$ cat config.mk
export PLATFORM = sky130hd
export DESIGN_NAME = hotkey_match_table_core
export DESIGN_NICKNAME = d
export VERILOG_FILES = /design/src/rtl/core/hmt_pkg.sv /design/src/rtl/core/hmt_store.sv /design/src/rtl/core/hmt_seq.sv /design/src/rtl/core/hotkey_match_table_core.sv
export SDC_FILE = /design/constraint.sdc
export NUM_CORES = 1
export LEC_CHECK = 0
export ABC_AREA = 1
export BUFFER_PORTS_ARGS = -buffer_cell sky130_fd_sc_hd__buf_2
export CAP_MARGIN = 30
export CORE_MARGIN = 2
export CORE_UTILIZATION = 45
export DETAILED_ROUTE_END_ITERATION = 12
export GPL_TIMING_DRIVEN = 1
export MAX_ROUTING_LAYER = met4
export SYNTH_ARGS = -nofsm -noshare
export SYNTH_HDL_FRONTEND = slang
export SYNTH_SLANG_ARGS = --single-unit
$ cat constraint.sdc
create_clock -name clk_i -period 4.9 [get_ports clk_i]
set_input_delay 0.98 -clock clk_i [delete_from_list [all_inputs] [get_ports clk_i]]
set_output_delay 0.98 -clock clk_i [all_outputs]
set_load 0.02 [all_outputs]
$ cat src/rtl/core/hmt_pkg.sv
`default_nettype none

package hmt_pkg;

  localparam int unsigned COMBO_W = 12;
  localparam int unsigned TOTAL_W = 7;

  localparam logic [1:0] MODE_INSERT = 2'd0;
  localparam logic [1:0] MODE_REMOVE = 2'd1;
  localparam logic [1:0] MODE_QUERY  = 2'd2;

  typedef struct packed {
    logic [1:0] mode;
    logic [7:0] key_code;
    logic       shift_flag;
    logic       control_flag;
    logic       alt_flag;
    logic       meta_flag;
  } item_t;

  typedef struct packed {
    logic               status;
    logic               grabbed;
    logic [TOTAL_W-1:0] entry_total;
  } result_t;

  function automatic logic [COMBO_W-1:0] pack_combo(input item_t item);
    pack_combo = {item.meta_flag, item.alt_flag, item.control_flag, item.shift_flag,
                  item.key_code};
  endfunction

endpackage

`default_nettype wire

$ cat src/rtl/core/hmt_store.sv
`default_nettype none

module hmt_store #(
  parameter int unsigned TABLE_DEPTH = 64,
  parameter int unsigned ADDR_W      = 6
) (
  input  wire logic                        clk_i,
  input  wire logic                        we_i,
  input  wire logic [ADDR_W-1:0]           waddr_i,
  input  wire logic [hmt_pkg::COMBO_W-1:0] wdata_i,
  input  wire logic [ADDR_W-1:0]           raddr_i,
  output logic      [hmt_pkg::COMBO_W-1:0] rdata_o
);

  logic [hmt_pkg::COMBO_W-1:0] mem [TABLE_DEPTH];
  logic [hmt_pkg::COMBO_W-1:0] rdata_q;

  always_ff @(posedge clk_i) begin
    if (we_i) begin
      mem[waddr_i] <= wdata_i;
    end
  end

  always_ff @(posedge clk_i) begin
    rdata_q <= mem[raddr_i];
  end

  assign rdata_o = rdata_q;

endmodule

`default_nettype wire

$ cat src/rtl/core/hmt_seq.sv
`default_nettype none

module hmt_seq #(
  parameter int unsigned TABLE_DEPTH = 64,
  parameter int unsigned ADDR_W      = 6,
  parameter int unsigned CNT_W       = 7
) (
  input  wire logic                        clk_i,
  input  wire logic                        rst_ni,
  input  wire logic                        in_valid_i,
  output logic                             in_ready_o,
  input  wire hmt_pkg::item_t              in_item_i,
  input  wire logic                        out_free_i,
  output logic                             push_o,
  output hmt_pkg::result_t                 result_o,
  output logic                             mem_we_o,
  output logic      [ADDR_W-1:0]           mem_waddr_o,
  output logic      [hmt_pkg::COMBO_W-1:0] mem_wdata_o,
  output logic      [ADDR_W-1:0]           mem_raddr_o,
  input  wire logic [hmt_pkg::COMBO_W-1:0] mem_rdata_i
);

  localparam logic [1:0] S_IDLE = 2'd0;
  localparam logic [1:0] S_RD   = 2'd1;
  localparam logic [1:0] S_CMP  = 2'd2;
  localparam logic [1:0] S_FIN  = 2'd3;

  logic [1:0]                  state_q, state_d;
  logic [CNT_W-1:0]            cnt_q, cnt_d;
  logic [1:0]                  op_q, op_d;
  logic [hmt_pkg::COMBO_W-1:0] key_q, key_d;
  logic [CNT_W-1:0]            idx_q, idx_d;
  logic [CNT_W-1:0]            kept_q, kept_d;
  logic                        found_q, found_d;
  logic                        status_q, status_d;
  logic                        grabbed_q, grabbed_d;
  logic                        eq;

  assign eq = (mem_rdata_i == key_q);

  always_comb begin
    state_d     = state_q;
    cnt_d       = cnt_q;
    op_d        = op_q;
    key_d       = key_q;
    idx_d       = idx_q;
    kept_d      = kept_q;
    found_d     = found_q;
    status_d    = status_q;
    grabbed_d   = grabbed_q;
    push_o      = 1'b0;
    mem_we_o    = 1'b0;
    mem_waddr_o = kept_q[ADDR_W-1:0];
    mem_wdata_o = mem_rdata_i;
    case (state_q)
      S_IDLE: begin
        if (in_valid_i) begin
          op_d      = in_item_i.mode;
          key_d     = hmt_pkg::pack_combo(in_item_i);
          idx_d     = '0;
          kept_d    = '0;
          found_d   = 1'b0;
          status_d  = 1'b0;
          grabbed_d = 1'b0;
          if (in_item_i.mode == hmt_pkg::MODE_INSERT ||
              in_item_i.mode == hmt_pkg::MODE_REMOVE ||
              in_item_i.mode == hmt_pkg::MODE_QUERY) begin
            state_d = S_RD;
          end else begin
            state_d = S_FIN;
          end
        end
      end
      S_RD: begin
        if (idx_q == cnt_q) begin
          case (op_q)
            hmt_pkg::MODE_INSERT: begin
              if (!found_q) begin
                if (cnt_q == CNT_W'(TABLE_DEPTH)) begin
                  status_d = 1'b1;
                end else begin
                  mem_we_o    = 1'b1;
                  mem_waddr_o = cnt_q[ADDR_W-1:0];
                  mem_wdata_o = key_q;
                  cnt_d       = cnt_q + CNT_W'(1);
                end
              end
            end
            hmt_pkg::MODE_REMOVE: begin
              cnt_d = kept_q;
            end
            hmt_pkg::MODE_QUERY: begin
              grabbed_d = found_q;
            end
            default: begin
            end
          endcase
          state_d = S_FIN;
        end else begin
          state_d = S_CMP;
        end
      end
      S_CMP: begin
        found_d = found_q | eq;
        if (op_q == hmt_pkg::MODE_REMOVE && !eq) begin
          mem_we_o = 1'b1;
          kept_d   = kept_q + CNT_W'(1);
        end
        idx_d   = idx_q + CNT_W'(1);
        state_d = S_RD;
      end
      S_FIN: begin
        if (out_free_i) begin
          push_o  = 1'b1;
          state_d = S_IDLE;
        end
      end
      default: begin
        state_d = S_IDLE;
      end
    endcase
  end

  assign mem_raddr_o          = idx_q[ADDR_W-1:0];
  assign in_ready_o           = (state_q == S_IDLE);
  assign result_o.status      = status_q;
  assign result_o.grabbed     = grabbed_q;
  assign result_o.entry_total = hmt_pkg::TOTAL_W'(cnt_q);

  always_ff @(posedge clk_i or negedge rst_ni) begin
    if (!rst_ni) begin
      state_q <= S_IDLE;
      cnt_q   <= '0;
    end else begin
      state_q <= state_d;
      cnt_q   <= cnt_d;
    end
  end

  always_ff @(posedge clk_i) begin
    op_q      <= op_d;
    key_q     <= key_d;
    idx_q     <= idx_d;
    kept_q    <= kept_d;
    found_q   <= found_d;
    status_q  <= status_d;
    grabbed_q <= grabbed_d;
  end

endmodule

`default_nettype wire

$ cat src/rtl/core/hotkey_match_table_core.sv
// Flow: an item is taken only in S_IDLE, so one item is handled at a time. The walk visits
// each held entry in turn, a read state (S_RD) then a compare state (S_CMP), through the single
// table read port and comparator; S_FIN then waits for the output register to be free.
// Unused mode: skips the table walk and goes straight to S_FIN. Result sits in an output register.
// Reset: entry count and control cleared; table contents are not cleared.
`default_nettype none

module hotkey_match_table_core #(
  parameter int unsigned TABLE_DEPTH = 64
) (
  input  wire logic             clk_i,
  input  wire logic             rst_ni,
  input  wire logic             in_valid_i,
  output logic                  in_ready_o,
  input  wire hmt_pkg::item_t   in_item_i,
  output logic                  out_valid_o,
  input  wire logic             out_ready_i,
  output hmt_pkg::result_t      out_item_o
);

  localparam int unsigned ADDR_W = (TABLE_DEPTH > 1) ? $clog2(TABLE_DEPTH) : 1;
  localparam int unsigned CNT_W  = $clog2(TABLE_DEPTH + 1);

  logic                        out_valid_q, out_valid_d;
  hmt_pkg::result_t            out_item_q, out_item_d;
  logic                        out_free;
  logic                        push;
  hmt_pkg::result_t            result;
  logic                        mem_we;
  logic [ADDR_W-1:0]           mem_waddr;
  logic [hmt_pkg::COMBO_W-1:0] mem_wdata;
  logic [ADDR_W-1:0]           mem_raddr;
  logic [hmt_pkg::COMBO_W-1:0] mem_rdata;

  assign out_free = !out_valid_q || out_ready_i;

  hmt_seq #(
    .TABLE_DEPTH(TABLE_DEPTH),
    .ADDR_W     (ADDR_W),
    .CNT_W      (CNT_W)
  ) u_seq (
    .clk_i      (clk_i),
    .rst_ni     (rst_ni),
    .in_valid_i (in_valid_i),
    .in_ready_o (in_ready_o),
    .in_item_i  (in_item_i),
    .out_free_i (out_free),
    .push_o     (push),
    .result_o   (result),
    .mem_we_o   (mem_we),
    .mem_waddr_o(mem_waddr),
    .mem_wdata_o(mem_wdata),
    .mem_raddr_o(mem_raddr),
    .mem_rdata_i(mem_rdata)
  );

  hmt_store #(
    .TABLE_DEPTH(TABLE_DEPTH),
    .ADDR_W     (ADDR_W)
  ) u_store (
    .clk_i  (clk_i),
    .we_i   (mem_we),
    .waddr_i(mem_waddr),
    .wdata_i(mem_wdata),
    .raddr_i(mem_raddr),
    .rdata_o(mem_rdata)
  );

  always_comb begin
    out_valid_d = out_valid_q;
    out_item_d  = out_item_q;
    if (push) begin
      out_valid_d = 1'b1;
      out_item_d  = result;
    end else if (out_ready_i) begin
      out_valid_d = 1'b0;
    end
  end

  always_ff @(posedge clk_i or negedge rst_ni) begin
    if (!rst_ni) begin
      out_valid_q <= 1'b0;
    end else begin
      out_valid_q <= out_valid_d;
    end
  end

  always_ff @(posedge clk_i) begin
    out_item_q <= out_item_d;
  end

  assign out_valid_o = out_valid_q;
  assign out_item_o  = out_item_q;

endmodule

`default_nettype wire

### Yosys cells after proc, flatten, opt, wreduce, memory -nomap -nowiden

Memories as Yosys holds them, arrays and structs flattened. A register that Yosys moved wholly into a read port is not among the register bits.
Index checks and enable logic that the tools add are counted.

| cells by class | value |
|---|---|
| $add $sub $neg | 3 |
| equality and inequality tests | 20 |
| muxes and demuxes | 44 |
| bitwise operators | 1 |
| reductions and logical operators | 20 |

Operators by type and width:

| cell | count |
|---|---|
| two-way mux 12 bit | 5 |
| one-hot mux 7 bit (2 select lines) | 3 |
| two-way mux 6 bit | 5 |
| two-way mux 7 bit | 4 |
| adder 7 x 1 -> 7 bit (second input constant) | 3 |
| two-way mux 1 bit | 19 |
| != test 2 bit (second input constant) | 7 |
| equality test 12 bit | 1 |
| equality test 2 bit (second input constant) | 4 |
| one-hot mux 1 bit (2 select lines) | 4 |
| one-hot mux 2 bit (4 select lines) | 1 |
| nonzero test 2 bit | 4 |
| equality test 7 bit | 1 |
| equality test 7 bit (second input constant) | 1 |
| equality test 2 x 1 -> 1 bit (second input constant) | 3 |
| zero test 2 bit | 3 |
| two-way mux 2 bit | 3 |
| != test 2 x 1 -> 1 bit (second input constant) | 3 |
| AND reduction 2 bit | 3 |
| AND reduction 6 bit | 1 |
| AND reduction 5 bit | 1 |
| AND reduction 4 bit | 1 |
| logical OR 1 bit | 3 |
| AND reduction 3 bit | 1 |
| other kinds (3) | 4 |

| word-level totals | value |
|---|---|
| flip-flop bits (word level) | 50 |
| bits in writable memories | 768 |
| input port bits | 18 |
| logic and storage cells | 102 |
| memories | 1 |

Memories:

| memory | words | width | read ports | clocked after Yosys merged registers in | wr ports | RTL line | RTL |
|---|---|---|---|---|---|---|---|
| u_store.mem | 64 | 12 | 1 | 1 | 1 | hmt_store.sv:15 | `logic [hmt_pkg::COMBO_W-1:0] mem [TABLE_DEPTH];` |

### Longest topological paths before layout

Gate-level depths: netlist of run 1.

| depth | value |
|---|---|
| word-level depth | 8 |
| mapped depth | 15 |

### Modules after synthesis

A second synthesis of run 1 with hierarchy kept.

| unflattened totals | value |
|---|---|
| cells, all modules | 3039 |
| area total of the unflattened synthesis | 34702.0 um2 |

By module, submodules not included:

| module | instances | cells an instance | area each (um2) | sequential area each (um2) |
|---|---|---|---|---|
| hmt_store | 1 | 2661 | 31675.4 | 23302.3 |
| hmt_seq | 1 | 364 | 2711.4 | 1156.1 |
| hotkey_match_table_core | 1 | 14 | 315.3 | 295.3 |

### Worst setup path after synthesis of run 1

Ideal clock, no wire load.

| path | value |
|---|---|
| path type | register -> register |
| start | reg u_seq.cnt_q[0] |
| end | mem u_store.mem[0][2] in the netlist's numbering (data pin) |
| library setup time | 0.702 ns |
| arrival time | 4.170 ns |
| path slack | 0.028 ns |
| stages on the path, launching flop included | 11 |
| path buffers | 2 |
| cell sequence | dfrtp_1 > inv_1 > ha_1 > nand2_1 > nand3b_1 > nand2_1 > nor2_1 > nand2_2 > buf_6 > clkbuf_1 > o21ai_0 |

| between the ends | value |
|---|---|
| longest elaborated chain between the ends | 6 |
| elaborated cells on any way between the ends | 7 |

RTL lines:

| element | RTL line | RTL |
|---|---|---|
| from (decl) | hmt_seq.sv:29 | `logic [CNT_W-1:0] cnt_q, cnt_d;` |
| from (signal assigned) | hmt_seq.sv:136 | `cnt_q <= cnt_d;` |
| equality test 7 bit | hmt_seq.sv:79 | `if (cnt_q == CNT_W'(TABLE_DEPTH)) begin` |
| two-way mux 12 bit | hmt_seq.sv:79 |  |
| two-way mux 12 bit | hmt_seq.sv:78 | `if (!found_q) begin` |
| two-way mux 12 bit | hmt_seq.sv:76 | `case (op_q)` |
| two-way mux 12 bit (*) | hmt_seq.sv:75 | `if (idx_q == cnt_q) begin` |
| two-way mux 12 bit (*) | hmt_seq.sv:55 | `case (state_q)` |
| net mem_wdata (one bit) | hotkey_match_table_core.sv:31 | `logic [hmt_pkg::COMBO_W-1:0] mem_wdata;` |
| to (decl) | hmt_store.sv:15 |  |

Mark *: on every way through the listed nets, which the timed path passes. The rest lies on a longest branch.

### Worst setup path after layout of run 1

| path | value |
|---|---|
| start | reg u_seq.idx_q[4] |
| end | mem u_store.mem[40][4] in the netlist's numbering, enable pin |

| between the ends | value |
|---|---|
| longest elaborated chain between the ends | 5 |
| elaborated cells on any way between the ends | 7 |

RTL lines:

| element | RTL line | RTL |
|---|---|---|
| from (decl) | hmt_seq.sv:32 | `logic [CNT_W-1:0] idx_q, idx_d;` |
| from (signal assigned) | hmt_seq.sv:143 | `idx_q <= idx_d;` |
| equality test 7 bit (*) | hmt_seq.sv:75 |  |
| two-way mux 1 bit | hmt_seq.sv:75 |  |
| one-hot mux 1 bit (2 select lines) | hmt_seq.sv:55 |  |
| two-way mux 1 bit | hmt_store.sv:19 | `if (we_i) begin` |
| two-way mux 1 bit (not written as such) | hmt_store.sv:20 | `mem[waddr_i] <= wdata_i;` |

Mark *: on every way between the ends. The rest lies on a longest branch, timed or not.

==> summary.txt, run 1 <==
Placement
  • Placed insts: roughly 3600
  • Port-buffer cells: 28
  • GP Congestion: roughly 0.93
  • Post-DP Area: roughly 0.035 sq mm
  • DP HPWL: approximately 56000 microns

Setup path
  • Buffers & Inverters on Critical Path: 4
  • R2R Path End: u_store.mem[40][4]
  • Slowest cell on the critical path: edfxtp_1
  • R2r setup slk: ~900 ps
  • CP arrival: roughly 4400 ps
  • Crit. End Element: flop
  • Worst r2r path cells: 12
  • CP most frequent cell: buf_4
  • Worst reg2reg startpoint: u_seq.idx_q[4]
  • Crit path largest cell delay: around 610 ps
  • Critical Path RT: 5240 ps
  • Critical path class: reg -> reg
  • Top cell family by delay on the critical path: simple AND/OR/NAND/NOR gates
  • Crit start category: flop
  • CP Max Fanout: 21
  • Critical-path cell list: inv_1 > buf_4 > nand2_1 > nand2_1 > nand3_1 > nor2_4 > nand2_2 > buf_4 > a21oi_4 > nand2_2 > nor2_1 > buf_4

Clocking
  • Postcts setup bufs: 0
  • CTS tree: done
  • Max Root-Sink Buffers: 3
  • Root Driver: clkbuf_16
  • Skew-Pair Late Insertion Delay: roughly 650 ps
  • Cts repair resizes: 0
  • Clk slew on worst S/H paths: about 60 ps
  • H-tree levels: 3
  • Num CTS Buffers: 86
  • Clock Sinks: 830
  • Hold buffer count at cts: 0

Floorplanning
  • Effective utilization at floorplan: 45.6%
  • FP Rows: between 90 and 100
  • IO Count: 29
  • Die ar.: ~0.076 sq mm
  • Core Area: between 0.07 and 0.08 sq mm
  • Die width: around 280 microns
  • Die H: 276 microns

Synthesis
  • Mapped Nets: between 2000 and 3000
  • Share of the synthesized area in the top cell type: between 70% and 80%
  • Synthesized area: between 0.03 and 0.04 sq mm
  • Post-synthesis sequential area ratio: between 70% and 80%
  • Synthesis Warnings: 0
  • Netlist cell types: 33
  • Top FF cell, synth: edfxtp_1
  • Commonest cells post-synth: edfxtp_1, nor2_1, o21ai_0
  • Count leader, synth: edfxtp_1
  • Seq cells post-synth: 830
  • Post-synth EDFFs: 808
  • Ys async rst share: approximately 1.2%
  • Area leader, netlist: edfxtp_1
  • Synth Area per Inst: ~12 sq um
  • Post-synthesis cell count: 2685
  • Synth area leaders: edfxtp_1, nor2_1, o21ai_0

Final layout
  • Layout fillers: just over 6000
  • Final Instance Area: approximately 0.038 sq mm
  • Share of cells above drive strength 1: approximately a tenth
  • Area growth from synthesis to layout: 12.9%
  • # diodes: 0
  • Final Net Count: between 2000 and 3000
  • Final Non-Filler Cells: about 3800

Routing
  • DR pass1 iterations: 5
  • WL/cell: roughly 25 microns
  • WL final: between 90000 and 100000 microns
  • Antenna-violating nets left: 0
  • DR iter-0 viols: a little under 3000
  • Via count: 22023
  • Vias/cell: ~5.8
  • # DRC: 0

STA
  • RSZ-0062 raised after global routing: no
  • Min Clock Period, post-route: ~4000 ps
  • Max-slew violations: 0
  • TNS Setup: 0 ps
  • Final Hold Viols: 0
  • # setup viols final: 0
  • Fmax: roughly 250 MHz
  • Fin crit share: between 80% and 90%
  • Max transition margin: 32.5%
  • Worst slew pin tran: 1010 ps
  • Clock skew: roughly 19 ps

Power and ir drop
  • PwrDens: 618 mW/mm^2
  • Net Sw Power: between 8 and 9 mW
  • Sw Share: 38.2%
  • Leak Pwr: 12.6 nW
  • Clock power share: 26.8%
  • Worst IR Drop VDD: 0.518 mV
  • Sequential Power Share: about 40%
  • Internal Power: approximately 14 mW
  • Pwr Total: about 23 mW
  • Gate power share: 33.3%

Run status
  • Status: complete, no violations

Global route
  • Tot GR Track Use: 25.3%
  • Largest net degree at the start of global routing: about 230
  • Number of global-route vias before repair: about 21000
  • GRT overflow: 0
  • First-pass GRT wire length: 139000 microns
  • Antenna violations before repair: 0

Job
  • Max-Cap Viols: 0

Hold path
  • Worst hold path type: in -> async
## cells in the final DEF, fill, tap and decap left out, types with 5 or more instances in the layout
cell       count
nor2_1       587
buf_2         28
nor3_1        10
buf_12         7
xnor2_1       14
o211ai_1      96
nand2_1      223
clkinv_1      21
a22oi_1       20
ha_1           8
inv_1         66
o21ai_0      398
nand2_2        9
edfxtp_1     808
mux2_2         9
clkinv_2      14
dfxtp_1       12
o22ai_1       73
clkbuf_16     86
bufinv_16      5
dfrtp_1       10
buf_4         98
clkbuf_1      19
a21oi_1       45
nand3_1      101
## cell families after synthesis
| kind of cell | Yosys count | share of synthesized area (%) |
|---|---|---|
| AOI/OAI and AO/OA | 643 | 10.8 |
| xor gates and xnor gates | 16 | 0.419 |
| adders and majority gates | 8 | 0.300 |
| buffers and inverters | 234 | 2.77 |
| DFF | 830 | 74.1 |
| muxes | 12 | 0.393 |
| and+or+nand+nor | 942 | 11.2 |
## power by group through the flow
stage          clock network (mW)  logic, mW  registers (mW)
3_3_place_gp                    0       7.62            9.42
4_1_cts                      6.33       7.67            9.29
3_5_place_dp                    0       7.65            9.43
6_report                     6.25       7.76            9.29
5_1_grt                      6.61       8.36            9.31
2_1_floorplan                   0       4.40            9.37
## final cells by class
| type | instances | area [sq um] | share of cell area (%) |
|---|---|---|---|
| sequential | 830 | 24800 | 65.6 |
| multi-input combinational | 1621 | 7770 | 20.6 |
| clock buffer | 108 | 2260 | 6.01 |
| tap | 959 | 1200 | 3.18 |
| timing repair buffer | 134 | 1040 | 2.77 |
| clock inverter | 47 | 394 | 1.05 |
| inverter | 72 | 278 | 0.737 |
## worst max path at each step
| stage | slack (ps) | cells after the start | from | endpoint |
|---|---|---|---|---|
| floorplan | 30 | 10 | u_seq.cnt_q[0] | u_store.mem[0][2] |
| global placement | 1050 | 12 | u_seq.idx_q[4] | u_store.mem[40][4] |
| detailed placement | 970 | 12 | u_seq.idx_q[4] | u_store.mem[40][5] |
| CTS | 960 | 12 | u_seq.idx_q[4] | u_store.mem[40][6] |
| global route | 620 | 12 | u_seq.idx_q[4] | u_store.mem[40][10] |
| finish | 900 | 12 | u_seq.idx_q[4] | u_store.mem[40][4] |
## stage by stage
step	utilization (%)	setup WS, ps	hold slack [ps]
after global placement	47.8	1050	406
after global routing	51.5	625	202
after CTS	51.4	957	186
after floorplan	-	27.6	400
after detailed placement	47.8	970	406
final	51.5	896	206
## registers in the layout (all words and copies together), names as in the netlist
| name | cells |
|---|---|
| u_seq.idx_q | 7 |
| out_valid_o | 1 |
| u_seq.status_q | 1 |
| u_store.rdata_o | 12 |
| u_store.mem | 768 |
| u_seq.found_q | 1 |
| u_seq.key_q | 12 |
| u_seq.cnt_q | 7 |
| u_seq.op_q | 2 |
| u_seq.state_q | 2 |
| u_seq.kept_q | 7 |
| out_item_o | 9 |
| u_seq.grabbed_q | 1 |
## per-layer routing
metal | share of wire [%] | GRT usage [%]
met1 | 42 | 34.4
met2 | 47 | 38.9
met3 | 7.9 | 3.79
met4 | 3.5 | 8.72
met5 | 0 | -
Power figures use the tool's default switching activity.
==> inputs of run 2 (changes only) <==
Clock period 4.9 ns to 3.75 ns, I/O delays scaled along.
==> summary.txt, run 2 (synthesized netlist as in run 1, its figures left out) <==
Run status
  • Status: complete, no violations

Floorplanning
  • Die ar.: 0.0764 sq mm
  • FP Rows: just under 100
  • Die H: about 280 microns
  • Effective utilization at floorplan: 45.6%
  • Core Area: between 0.07 and 0.08 sq mm
  • Die width: 276 microns
  • IO Count: 29

Final layout
  • Combined area of the multi-input logic cells: around 0.0078 sq mm
  • Final Instance Area: 0.0379 sq mm
  • Area growth from synthesis to layout: 13.4%
  • Leading cell type in the layout, fill and taps excluded: edfxtp_1
  • Share of cells above drive strength 1: 10.3%
  • Max FFs per register: about 770
  • FF/Latch Area: between 0.02 and 0.025 sq mm
  • Layout fillers: 6149
  • Most frequent cells in the layout: edfxtp_1, nor2_1, o21ai_0
  • Top reg by flops: u_store.mem
  • Final Net Count: roughly 2800
  • # diodes: 0

STA
  • Min Clock Period, post-route: about 3500 ps
  • # setup viols final: 0
  • Max transition margin: 34.5%
  • Worst slew pin tran: a little under 1000 ps
  • RSZ-0062 raised after global routing: no
  • Fin crit share: a little over nine tenths
  • Clock skew: approximately 25 ps
  • Fmax: approximately 280 MHz
  • Post-route setup slack: approximately 220 ps
  • Max-slew violations: 0
  • Final Hold Viols: 0

Global route
  • Largest net degree at the start of global routing: 209
  • Number of global-route vias before repair: about 21000
  • Tot GR Track Use: around a quarter
  • Antenna violations before repair: 0
  • GRT overflow: 0
  • First-pass GRT wire length: 132000 microns

Routing
  • WL met2: roughly 42000 microns
  • DR WL met3: around 6500 microns
  • Met1 WL: around 38000 microns
  • Via count: approximately 22000
  • Antenna-violating nets left: 0
  • WL/cell: ~24 microns
  • DR iter-0 viols: ~2400
  • Vias/cell: 5.71
  • # DRC: 0
  • WL final: 88800 microns
  • Top sig layer: met4
  • DR pass1 iterations: 5

Setup path
  • R2r setup slk: between 200 and 250 ps
  • Crit. End Element: flop
  • Critical path class: reg -> reg
  • Crit start category: flop
  • CP Max Fanout: 20
  • Worst reg2reg startpoint: u_seq.cnt_q[0]
  • CP arrival: about 3900 ps
  • R2R Path End: u_store.mem[47][9]
  • Critical Path RT: approximately 4000 ps
  • Worst r2r path cells: 11

Power and ir drop
  • Clock power share: ~27%
  • Gate power share: between 30% and 40%
  • PwrDens: 795 mW/mm^2
  • Sequential Power Share: around 40%
  • Internal Power: between 15 and 20 mW
  • Sw Share: between 30% and 40%
  • Worst IR Drop VDD: approximately 0.67 mV
  • Pwr Total: 30.1 mW
  • Net Sw Power: between 10 and 15 mW
  • Leak Pwr: roughly 13 nW

Placement
  • Post-DP Area: between 0.03 and 0.04 sq mm
  • Setup WS pre-CTS: 354 ps
  • GP Congestion: 0.902
  • DP HPWL: roughly 52000 microns
  • Port-buffer cells: 28

Clocking
  • H-tree levels: 3
  • Clock Sinks: 830
  • Cts repair resizes: 0
  • Num CTS Buffers: between 80 and 90
  • Root Driver: clkbuf_16
  • CTS tree: done
  • Clk slew on worst S/H paths: 60 ps
  • Max Root-Sink Buffers: 3
  • Skew-Pair Late Insertion Delay: roughly 630 ps

Job
  • Max-Cap Viols: 0

Hold path
  • Worst Hold Endpoint: u_seq.key_q[2]
  • Hold depth: 1
  • Worst hold path startpoint: in_item_i[6]
  • Worst hold path type: in -> reg
run 2: changes by cell type in the layout (fill, tap and decap cells not counted), moves of 2 or more:
cell | previous run | this run
clkbuf_1 | 19 | 22
buf_12 | 7 | 16
inv_16 | 2 | 0
clkinv_1 | 21 | 18
clkbuf_16 | 86 | 88
clkinv_4 | 0 | 2
clkbuf_8 | 3 | 0
clkinv_2 | 14 | 12
run 2: worst max path at each step:
| stage | from | cells after the start | end |
|---|---|---|---|
| finish | u_seq.cnt_q[0] | 11 | u_store.mem[47][9] |
| floorplan | u_seq.cnt_q[0] | 10 | u_store.mem[0][2] |
| global placement | u_seq.cnt_q[0] | 13 | u_store.mem[47][8] |
| global route | u_seq.cnt_q[0] | 13 | u_store.mem[47][6] |
| detailed placement | u_seq.cnt_q[0] | 11 | u_store.mem[33][2] |
| CTS | u_seq.cnt_q[0] | 11 | u_store.mem[33][4] |
run 2: cell type report:
class,instances,area share [%]
Clock buffer,110,6.03
Multi-Input combinational cell,1621,20.5
Sequential cell,830,65.3
Clock inverter,43,1.00
Tap cell,959,3.17
Inverter,72,0.733
Timing Repair Buffer,144,3.25
run 2: metrics by stage:
step                      TNS (ps)  std cells  utilization, %  hold WS, ps
after global routing             0       3779            51.8          275
final                            0       3779            51.8          311
after global placement           0       3624            48.1          403
after floorplan              -5960       2685               -          400
after detailed placement         0       3624            48.1          406
after CTS                        0       3778            51.7          276
run 2: repair_timing:
action,in CTS,in global routing
hold buffers,1,0
endpoints found under the hold margin,10,0
buffers inserted,0,0
run 2: power groups by stage:
stage / logic [mW] / registers (mW) / clock network [mW]
after floorplan: 5.75 / 12.2 / 0
after global placement: 9.70 / 12.3 / 0
after detailed placement: 9.82 / 12.3 / 0
after CTS: 9.85 / 12.1 / 8.27
after global routing: 10.8 / 12.1 / 8.63
final: 9.89 / 12.1 / 8.14
run 2: layer usage:
layer | global-route usage (%) | vias up
met2 | 37.3 | 857
met4 | 6.99 | 0
met1 | 32.1 | 10686
li1 | - | 9877
met5 | - | -
met3 | 3.74 | 142
run 2: worst max-delay path, cell delays in order (launching register included):
cell	delay, ps
dfrtp_1	480
inv_1	150
ha_1	230
nand2_1	50
nand3b_1	130
nand2_1	60
nor2_1	350
nand2_2	370
a21oi_4	450
nand2_2	360
nor2_1	350
buf_4	250
